===== config.mk =====
export PLATFORM = sky130hd
export DESIGN_NAME = cbz_blend
export DESIGN_NICKNAME = d
export VERILOG_FILES = /design/src/design/cbz_pkg.sv /design/src/design/cbz_blend.sv
export SDC_FILE = /design/constraint.sdc
export NUM_CORES = 2
export LEC_CHECK = 0
export BUFFER_PORTS_ARGS = -buffer_cell sky130_fd_sc_hd__buf_4
export CAP_MARGIN = 10
export CORE_MARGIN = 2
export CORE_UTILIZATION = 55
export DETAILED_ROUTE_END_ITERATION = 7
export PLACE_DENSITY = 0.72
export SLEW_MARGIN = 20
export SYNTH_ARGS = -nofsm -noshare
export SYNTH_HDL_FRONTEND = slang
export SYNTH_SLANG_ARGS = --single-unit

===== constraint.sdc =====
create_clock -name vclk -period 15.9
set_input_delay 2.385 -clock vclk [all_inputs]
set_output_delay 2.385 -clock vclk [all_outputs]
set_load 0.05 [all_outputs]

===== src/design/cbz_pkg.sv =====
// Shared constants, types and helpers for the cubic Bezier evaluator.
package cbz_pkg;

    localparam int CONTROL_POINTS_DEF = 4;
    localparam int CoordW = 32;
    localparam int TW = 17;
    localparam int AngW = 16;
    localparam int CordicStages = 16;
    localparam int CfgIdxW = 3;
    localparam logic [16:0] TOne = 17'd65536;
    localparam logic signed [19:0] AngleLimit = 20'sd25736;
    localparam logic signed [19:0] PiHalfQ16 = 20'sd102944;

    localparam logic [CfgIdxW-1:0] REG_START_X = 3'd0;
    localparam logic [CfgIdxW-1:0] REG_START_Y = 3'd1;
    localparam logic [CfgIdxW-1:0] REG_CTRL1_X = 3'd2;
    localparam logic [CfgIdxW-1:0] REG_CTRL1_Y = 3'd3;
    localparam logic [CfgIdxW-1:0] REG_CTRL2_X = 3'd4;
    localparam logic [CfgIdxW-1:0] REG_CTRL2_Y = 3'd5;
    localparam logic [CfgIdxW-1:0] REG_END_X = 3'd6;
    localparam logic [CfgIdxW-1:0] REG_END_Y = 3'd7;

    typedef struct packed {
        logic signed [31:0] pos_x;
        logic signed [31:0] pos_y;
        logic signed [31:0] vel_x;
        logic signed [31:0] vel_y;
        logic signed [31:0] curvature;
        logic signed [15:0] tangent_angle;
        logic degenerate;
    } result_t;

    typedef struct packed {
        logic signed [31:0] p0x;
        logic signed [31:0] p0y;
        logic signed [31:0] p1x;
        logic signed [31:0] p1y;
        logic signed [31:0] p2x;
        logic signed [31:0] p2y;
        logic signed [31:0] p3x;
        logic signed [31:0] p3y;
    } ctrl_pts_t;

    function automatic logic signed [16:0] atan_q16(input int idx);
        logic signed [16:0] r;
        begin
            case (idx)
                0: r = 17'sd51472;
                1: r = 17'sd30386;
                2: r = 17'sd16055;
                3: r = 17'sd8150;
                4: r = 17'sd4091;
                5: r = 17'sd2047;
                6: r = 17'sd1024;
                7: r = 17'sd512;
                8: r = 17'sd256;
                9: r = 17'sd128;
                10: r = 17'sd64;
                11: r = 17'sd32;
                12: r = 17'sd16;
                13: r = 17'sd8;
                14: r = 17'sd4;
                15: r = 17'sd2;
                default: r = 17'sd0;
            endcase
            return r;
        end
    endfunction

    function automatic logic signed [31:0] sat32(input logic signed [39:0] v);
        begin
            if (v > 40'sd2147483647)
            begin
                return 32'sh7fffffff;
            end
            if (v < -40'sd2147483648)
            begin
                return 32'sh80000000;
            end
            return v[31:0];
        end
    endfunction

endpackage


===== src/design/cbz_blend.sv =====
// Combinational de Casteljau blend a + round((b - a) * t).
module cbz_blend
    import cbz_pkg::*;
#(
    parameter int W = 36
) (
    input  logic signed [W-1:0] a,
    input  logic signed [W-1:0] b,
    input  logic        [16:0]  t,
    output logic signed [W-1:0] y
);
    logic signed [W:0] diff;
    logic signed [W+18:0] prod;
    always_comb
    begin
        diff = (W+1)'(b) - (W+1)'(a);
        prod = (W+19)'(diff) * $signed({2'b00, t}) + (W+19)'(32768);
        y = a + W'(prod >>> 16);
    end
endmodule


==> metrics.csv <==
metric;value;unit
via count;20300;
CP Data Required Time;13.52;ns
Slew HR;58.36;%
starting DRC count in detailed routing;1239;
sequential area share after synthesis;0;%
initial core utilization;55.70;%
register area;0;um^2
share of cells above drive strength 1;10.29;%
Syn Inst Count;2949;
final hold vios;0;
IO Count;125;
Slew Viols, Final;0;
status;finished clean;
worst hold path type;input port to primary output;
gr ovfl total;0;
Tmin final;15.58;ns
global placer's final weighted congestion;0.8912;
distinct cell type count after synthesis;72;
width of the die;218.2;um
initial antenna violation count;0;
seq_cells;0;
Final Util;61.17;%
first-pass GRT wire length;110500;um
Mapped Nets;3842;
die extent in y;218.2;um
worst slew pin tran;0.6246;ns
max-cap violations;0;
top cell type's share of synthesized area;45.80;%
max incr delay on CP;0.57;ns
Pre-antenna DRT Iters;6;
Layout Cells excl Fill;3670;
Syn Area/Cell;8.553;um^2
CP max FO;5;
# clk buffers;0;
Port Buf Inserts;125;
detailed placer's ending HPWL;55610;um
Synth area leaders;fa_1 (46%), ha_1 (11%), inv_1 (11%), and2_1 (8.0%), nand2_1 (5.1%);
DR DRC count;0;
Layout area overhead;9.827;%
ANT cells;0;
warnings from Yosys;0;
critical path's slowest cell;fa_1;
Worst setup SP type;input port;
critical path class;input port to primary output;
most common cell in the netlist;inv_1;
Antenna Nets Post-Route;0;
largest area contributor in the netlist;fa_1;
Final #Nets;3965;
total track usage;29.15;%
crit end category;primary output;
row cnt;78;
Core ar.;0.04528;mm^2
period utilization;98.00;%
pin count of the biggest net entering global routing;41;
top cells by count, synth;inv_1 (706), fa_1 (577), nand2_1 (342);
Syn Std Cell Area;0.02522;mm^2
wirelength, routed;67450;um
vias in the first global route;21840;
Setup violations, final;0;
placed cell count;3654;
Avg WL per Cell;18.38;um
Via density;5.531;
Die Area;0.04759;mm^2
f_max;0.06418;GHz
critical path arrival;13.20;ns
[layout make-up]
| type | count | area [um^2] |
|---|---|---|
| fill | 3957 | 17580 |
| multi-input combinational | 2116 | 22340 |
| inverter | 706 | 2650 |
| tap | 600 | 750.7 |
| timing repair buffer | 248 | 1958 |
[layer usage]
layer | routed length [um] | track usage (%)
met4 | 2591 | 9.433
met2 | 33710 | 50.91
met1 | 26600 | 38.25
met3 | 4542 | 2.784
met5 | 0 | 0
[repair_timing]
item | 4_1_cts | 5_1_grt
gates resized for setup | 4 | 53
buffers inserted | 0 | 15
endpoints found under the setup margin | 2 | 9
hold buffers | 0 | 0
cloned | 0 | 1
pin swaps | 0 | 24
[cells by family (layout without fill, tap and decap cells)]
kind of cell	Yosys count	after routing	share of synthesized area [%]
buf+inv	833	954	12.50
compound gates	308	308	8.388
fa+ha+maj	804	804	57.06
simple gates	905	905	18.49
xor+xnor	99	99	3.567
[cell usage in the layout, fill, tap and decap left out, types with 42 or more instances in the layout]
cell type,netlist,routed
a21o_1,42,42
a21oi_1,75,66
and2_1,323,323
buf_4,0,240
fa_1,577,576
ha_1,227,221
inv_1,706,706
nand2_1,342,342
nor2_1,67,65
nor2b_1,47,47
xnor2_1,70,66
[final timing paths]
path              start     to  slack (ns)  cells after the start
setup / recovery   a[0]  y[35]        0.32                     47
hold / removal     a[0]   y[0]        5.17                      3
[per-stage QoR]
stage | hold slack (ns) | TNS (ns) | cell area (um^2) | setup slack, ns
after floorplan | 5.148 | 0 | 25220 | 0.4050
after global placement | 5.161 | 0 | 27280 | 0.07962
after detailed placement | 5.169 | -0.1163 | 27280 | -0.06753
after CTS | 5.173 | 0 | 27300 | 0.03524
after global routing | 5.191 | -0.1218 | 27700 | -0.06746
final | 5.169 | 0 | 27700 | 0.3181
[worst max-delay path: cells and delay by family]
family | cells | cell delay [ns]
simple gates | 2 | 0.27
buf+inv | 9 | 1.19
xor+xnor | 4 | 0.86
fa+ha+maj | 10 | 4.21
compound gates | 22 | 4.23
Power is not shown: default switching activity piles up to over one toggle a cycle in this logic, so the estimate is an artifact.
