$ cat src/design/cbz_pkg.sv
// Shared constants, types and helpers for the cubic Bezier evaluator.
package cbz_pkg;

    localparam int CONTROL_POINTS_DEF = 4;
    localparam int CoordW = 32;
    localparam int TW = 17;
    localparam int AngW = 16;
    localparam int CordicStages = 16;
    localparam int CfgIdxW = 3;
    localparam logic [16:0] TOne = 17'd65536;
    localparam logic signed [19:0] AngleLimit = 20'sd25736;
    localparam logic signed [19:0] PiHalfQ16 = 20'sd102944;

    localparam logic [CfgIdxW-1:0] REG_START_X = 3'd0;
    localparam logic [CfgIdxW-1:0] REG_START_Y = 3'd1;
    localparam logic [CfgIdxW-1:0] REG_CTRL1_X = 3'd2;
    localparam logic [CfgIdxW-1:0] REG_CTRL1_Y = 3'd3;
    localparam logic [CfgIdxW-1:0] REG_CTRL2_X = 3'd4;
    localparam logic [CfgIdxW-1:0] REG_CTRL2_Y = 3'd5;
    localparam logic [CfgIdxW-1:0] REG_END_X = 3'd6;
    localparam logic [CfgIdxW-1:0] REG_END_Y = 3'd7;

    typedef struct packed {
        logic signed [31:0] pos_x;
        logic signed [31:0] pos_y;
        logic signed [31:0] vel_x;
        logic signed [31:0] vel_y;
        logic signed [31:0] curvature;
        logic signed [15:0] tangent_angle;
        logic degenerate;
    } result_t;

    typedef struct packed {
        logic signed [31:0] p0x;
        logic signed [31:0] p0y;
        logic signed [31:0] p1x;
        logic signed [31:0] p1y;
        logic signed [31:0] p2x;
        logic signed [31:0] p2y;
        logic signed [31:0] p3x;
        logic signed [31:0] p3y;
    } ctrl_pts_t;

    function automatic logic signed [16:0] atan_q16(input int idx);
        logic signed [16:0] r;
        begin
            case (idx)
                0: r = 17'sd51472;
                1: r = 17'sd30386;
                2: r = 17'sd16055;
                3: r = 17'sd8150;
                4: r = 17'sd4091;
                5: r = 17'sd2047;
                6: r = 17'sd1024;
                7: r = 17'sd512;
                8: r = 17'sd256;
                9: r = 17'sd128;
                10: r = 17'sd64;
                11: r = 17'sd32;
                12: r = 17'sd16;
                13: r = 17'sd8;
                14: r = 17'sd4;
                15: r = 17'sd2;
                default: r = 17'sd0;
            endcase
            return r;
        end
    endfunction

    function automatic logic signed [31:0] sat32(input logic signed [39:0] v);
        begin
            if (v > 40'sd2147483647)
            begin
                return 32'sh7fffffff;
            end
            if (v < -40'sd2147483648)
            begin
                return 32'sh80000000;
            end
            return v[31:0];
        end
    endfunction

endpackage

$ cat src/design/cbz_cordic.sv
// Pipelined vectoring CORDIC for the tangent angle.
module cbz_cordic
    import cbz_pkg::*;
(
    input  logic              clk,
    input  logic              rst_n,
    input  logic              en,
    input  logic signed [33:0] ux_in,
    input  logic signed [33:0] uy_in,
    input  logic signed [19:0] acc_in,
    output logic signed [15:0] angle
);
    logic signed [35:0] x_reg [CordicStages+1];
    logic signed [35:0] y_reg [CordicStages+1];
    logic signed [19:0] a_reg [CordicStages+1];

    always_comb
    begin
        x_reg[0] = 36'(ux_in);
        y_reg[0] = 36'(uy_in);
        a_reg[0] = acc_in;
    end

    genvar s;
    generate
        for (s = 0; s < CordicStages; s++)
        begin : g_st
            always_ff @(posedge clk)
            begin
                if (en)
                begin
                    if (!y_reg[s][35])
                    begin
                        x_reg[s+1] <= x_reg[s] + (y_reg[s] >>> s);
                        y_reg[s+1] <= y_reg[s] - (x_reg[s] >>> s);
                        a_reg[s+1] <= a_reg[s] + 20'(atan_q16(s));
                    end
                    else
                    begin
                        x_reg[s+1] <= x_reg[s] - (y_reg[s] >>> s);
                        y_reg[s+1] <= y_reg[s] + (x_reg[s] >>> s);
                        a_reg[s+1] <= a_reg[s] - 20'(atan_q16(s));
                    end
                end
            end
        end
    endgenerate

    logic signed [19:0] rnd;
    always_comb
    begin
        rnd = (a_reg[CordicStages] + 20'sd4) >>> 3;
        if (rnd > AngleLimit)
        begin
            angle = 16'(AngleLimit);
        end
        else if (rnd < -AngleLimit)
        begin
            angle = 16'(-AngleLimit);
        end
        else
        begin
            angle = rnd[15:0];
        end
    end
endmodule

$ cat config.mk
export PLATFORM = sky130hd
export DESIGN_NAME = cbz_cordic
export DESIGN_NICKNAME = d
export VERILOG_FILES = /design/src/design/cbz_pkg.sv /design/src/design/cbz_cordic.sv
export SDC_FILE = /design/constraint.sdc
export NUM_CORES = 2
export LEC_CHECK = 0
export BUFFER_PORTS_ARGS = -buffer_cell sky130_fd_sc_hd__buf_4
export CORE_UTILIZATION = 43
export DETAILED_ROUTE_END_ITERATION = 8
export SYNTH_ARGS = -nofsm -noshare
export SYNTH_HDL_FRONTEND = slang
export SYNTH_SLANG_ARGS = --single-unit
$ cat constraint.sdc
create_clock -name clk -period 9.6 [get_ports clk]
set_input_delay 0.48 -clock clk [delete_from_list [all_inputs] [get_ports clk]]
set_output_delay 0.48 -clock clk [all_outputs]
set_load 0.01 [all_outputs]
==> qor.yml <==
startpoint_type: "register"
syn_avg_cell_area_sq_um: 9.30
clockBufferDepth: 4
max_freq_mhz: 175
arrival_ps: 6280
cts-buffers-inserted: 162
grt_max_degree: 169
synth-edff-count: 1300
drv_cap: 0
crit_path_end_kind: "register"
post-route-drc-count: 0
clkLatencyLatePin_ps: 850
syn-cell-area_sq_um: 115000
grt_pass1_wl_mm: 474
port_buffers: 105
synth_seq_cells: 1300
io_pins: 107
yosys.cell_types.count: 94
slew_violations: 0
post-route-min-period_ps: 5710
fin_nets: 13900
die_height_microns: 519
hold_violations: 0
worstPathRequired_ps: 10170
cp_max_fo: 8
worst_slew_pin_slew_ps: 1200
cts_tree: "built"
max_stage_delay_ps: 580
wl_per_cell_microns: 18.5
grt_pass1_vias: 88700
syn_to_final_growth_pct: 8.77
vias_per_cell: 5.69
drt_wl_total_mm: 298
initial_utilization: 0.433
ys_seq_area_frac: 0.340
dieArea_sq_um: 269000
rsz0062_at_grt: "false"
grt.overflow.total: 0
grt_util_all_layers: 0.214
setup_viol: 0
clock_skew_ps: 64.9
drt-pass1-iter-count: 6
clk_pin_slew_ps: 60
postCtsSetupRepairBufs: 0
antenna_found_initial: 4
ant_nets: 0
path_class: "reg2reg"
clock-sinks: 1300
gp_congestion: 0.921
rows: 189
outcome: "finished clean"
post_cts_resized: 0
cp_cell_sequence: "nor4_1, nor4b_1, nand2_1, nor3b_1, nand3b_1, nor2_1, nor2_1, xnor2_1, ha_1, a21o_2, a221o_1, a21o_1, o31a_1, a221o_2, a41oi_2, a21boi_1, a221oi_2, xnor2_1"
drt_first_iter_violations: 6207
setup_tns_ps: 0
synth_nets: 13800
hpwl_mm: 237
yosys_warnings: 0
async_flop_share: 0
core_area_sq_um: 265000
fin_crit_sh: 0.595
cp_slowest_cell: "nor4b_1"
h-tree-depth: 4
vias: 91600
syn_inst: 12400
fill_cells: 25000
cts-root-buf: "clkbuf_16"
die_w_microns: 519
final_layout_size_suffix_gt1_frac: 0.0420
largest_register_ffs: 503
ys_dominant_reg_cell: "edfxtp_1"
hp-class: "in2reg"
relSlewSlack: 0.198
==> cells in the final DEF (no fill, tap or decap), drive strengths merged, types with 32 or more instances in the layout <==
| master | instances |
|---|---|
| o31a | 33 |
| o41ai | 62 |
| or4 | 51 |
| nand3 | 198 |
| nor3 | 347 |
| edfxtp | 1300 |
| nor2 | 1291 |
| fa | 44 |
| nor4 | 107 |
| mux2 | 41 |
| or2 | 37 |
| a211o | 33 |
| o21a | 165 |
| clkbuf | 184 |
| a211oi | 85 |
| o211ai | 53 |
| a21o | 514 |
| ha | 1312 |
| o21bai | 130 |
| inv | 593 |
| nor2b | 208 |
| a221oi | 32 |
| a21boi | 50 |
| clkinv | 67 |
| o31ai | 45 |
| a31oi | 131 |
| o21ai | 583 |
| mux2i | 34 |
| and3 | 116 |
| a21oi | 1370 |
| buf | 149 |
| or3 | 103 |
| nand2 | 571 |
| and2 | 78 |
| xnor2 | 1170 |
| xor2 | 628 |
| nand4 | 92 |
| nand2b | 184 |
==> worst paths after layout <==
| path | slack (ps) | start | endpoint | cells after the start |
|---|---|---|---|---|
| min reg2reg | 420 | a_reg[103]$_DFFE_PP_ | a_reg[83]$_DFFE_PP_ | 0 |
| max | 3890 | y_reg[160]$_DFFE_PP_ | x_reg[142]$_DFFE_PP_ | 18 |
| max reg2reg | 3890 | y_reg[160]$_DFFE_PP_ | x_reg[142]$_DFFE_PP_ | 18 |
| min | 110 | uy_in[0] | x_reg[540]$_DFFE_PP_ | 3 |
==> final cells by class <==
cell class / count / area, sq um / share of cell area
multi-input combinational: 10300 / 72800 / 0.583
sequential: 1300 / 39000 / 0.312
tap: 3533 / 4420 / 0.0354
clock buffer: 184 / 4160 / 0.0333
inverter: 593 / 2230 / 0.0178
timing repair buffer: 154 / 1250 / 0.0100
clock inverter: 96 / 1030 / 0.00824
antenna: 2 / 5.00 / 0.0000401
==> stage by stage <==
step / instance area (sq um) / util / hold slack [ps] / cells / worst slack (ps)
finish: 125000 / 0.471 / 110 / 16100 / 3890
global route: 125000 / 0.471 / 88.3 / 16100 / 3200
CTS: 125000 / 0.471 / 54.2 / 16100 / 3980
detailed placement: 120000 / 0.451 / 405 / 15800 / 4000
global placement: 120000 / 0.451 / 401 / 15800 / 4020
floorplan: 115000 / - / 400 / 12400 / 4830
==> synth_stat cells (all sizes together) (34+ instances only) <==
library cell	instances	area [sq um]
or3	103	644
nand3	198	991
nand2b	184	1150
nor4	107	676
o41ai	62	566
fa	44	881
inv	588	2210
o21ai	583	2920
o211ai	53	398
edfxtp	1300	39000
a21oi	1370	6860
a211oi	85	648
o31ai	45	338
nor2	1291	4850
or4	51	383
and2	78	489
nand2	571	2140
o21bai	130	976
mux2i	34	340
a31oi	131	820
a21o	514	3860
mux2	41	462
nor2b	208	1300
xnor2	1170	10200
nor3	347	1740
xor2	628	5500
nand4	92	576
o21a	165	1240
clkbuf	182	684
and3	116	726
or2	37	231
a21boi	50	375
ha	1312	16400
==> metal layers <==
layer	vias to the layer above	GRT usage	routed length (microns)
met5	-	0	0
met4	0	0.0634	8560
met3	450	0.0207	10900
met2	1842	0.381	147000
met1	43700	0.273	132000
li1	45600	-	-
==> worst max-delay path, delay by kind of cell, from the launching register on <==
family | cells | cell delay, ps
flops | 1 | 500
simple gates | 7 | 2100
fa+ha+maj | 1 | 330
xor+xnor | 2 | 340
compound gates | 8 | 2160
==> what timing repair did <==
item,4_1_cts,5_1_grt
hold buffers,5,0
endpoints found under the setup margin,0,0
endpoints found under the hold margin,5,0
==> kinds of logic after synthesis <==
group                    synth area share
flip-flops                          0.340
adder cells (fa/ha/maj)             0.151
XOR/XNOR                            0.137
AO/OA/AOI/OAI                       0.193
AND/OR/NAND/NOR                     0.146
multiplexers                      0.00698
buffers and inverters              0.0263
Power is left out: the tool's default activity adds up to more than one toggle a clock period on the data nets, which glitch-free logic cannot reach.
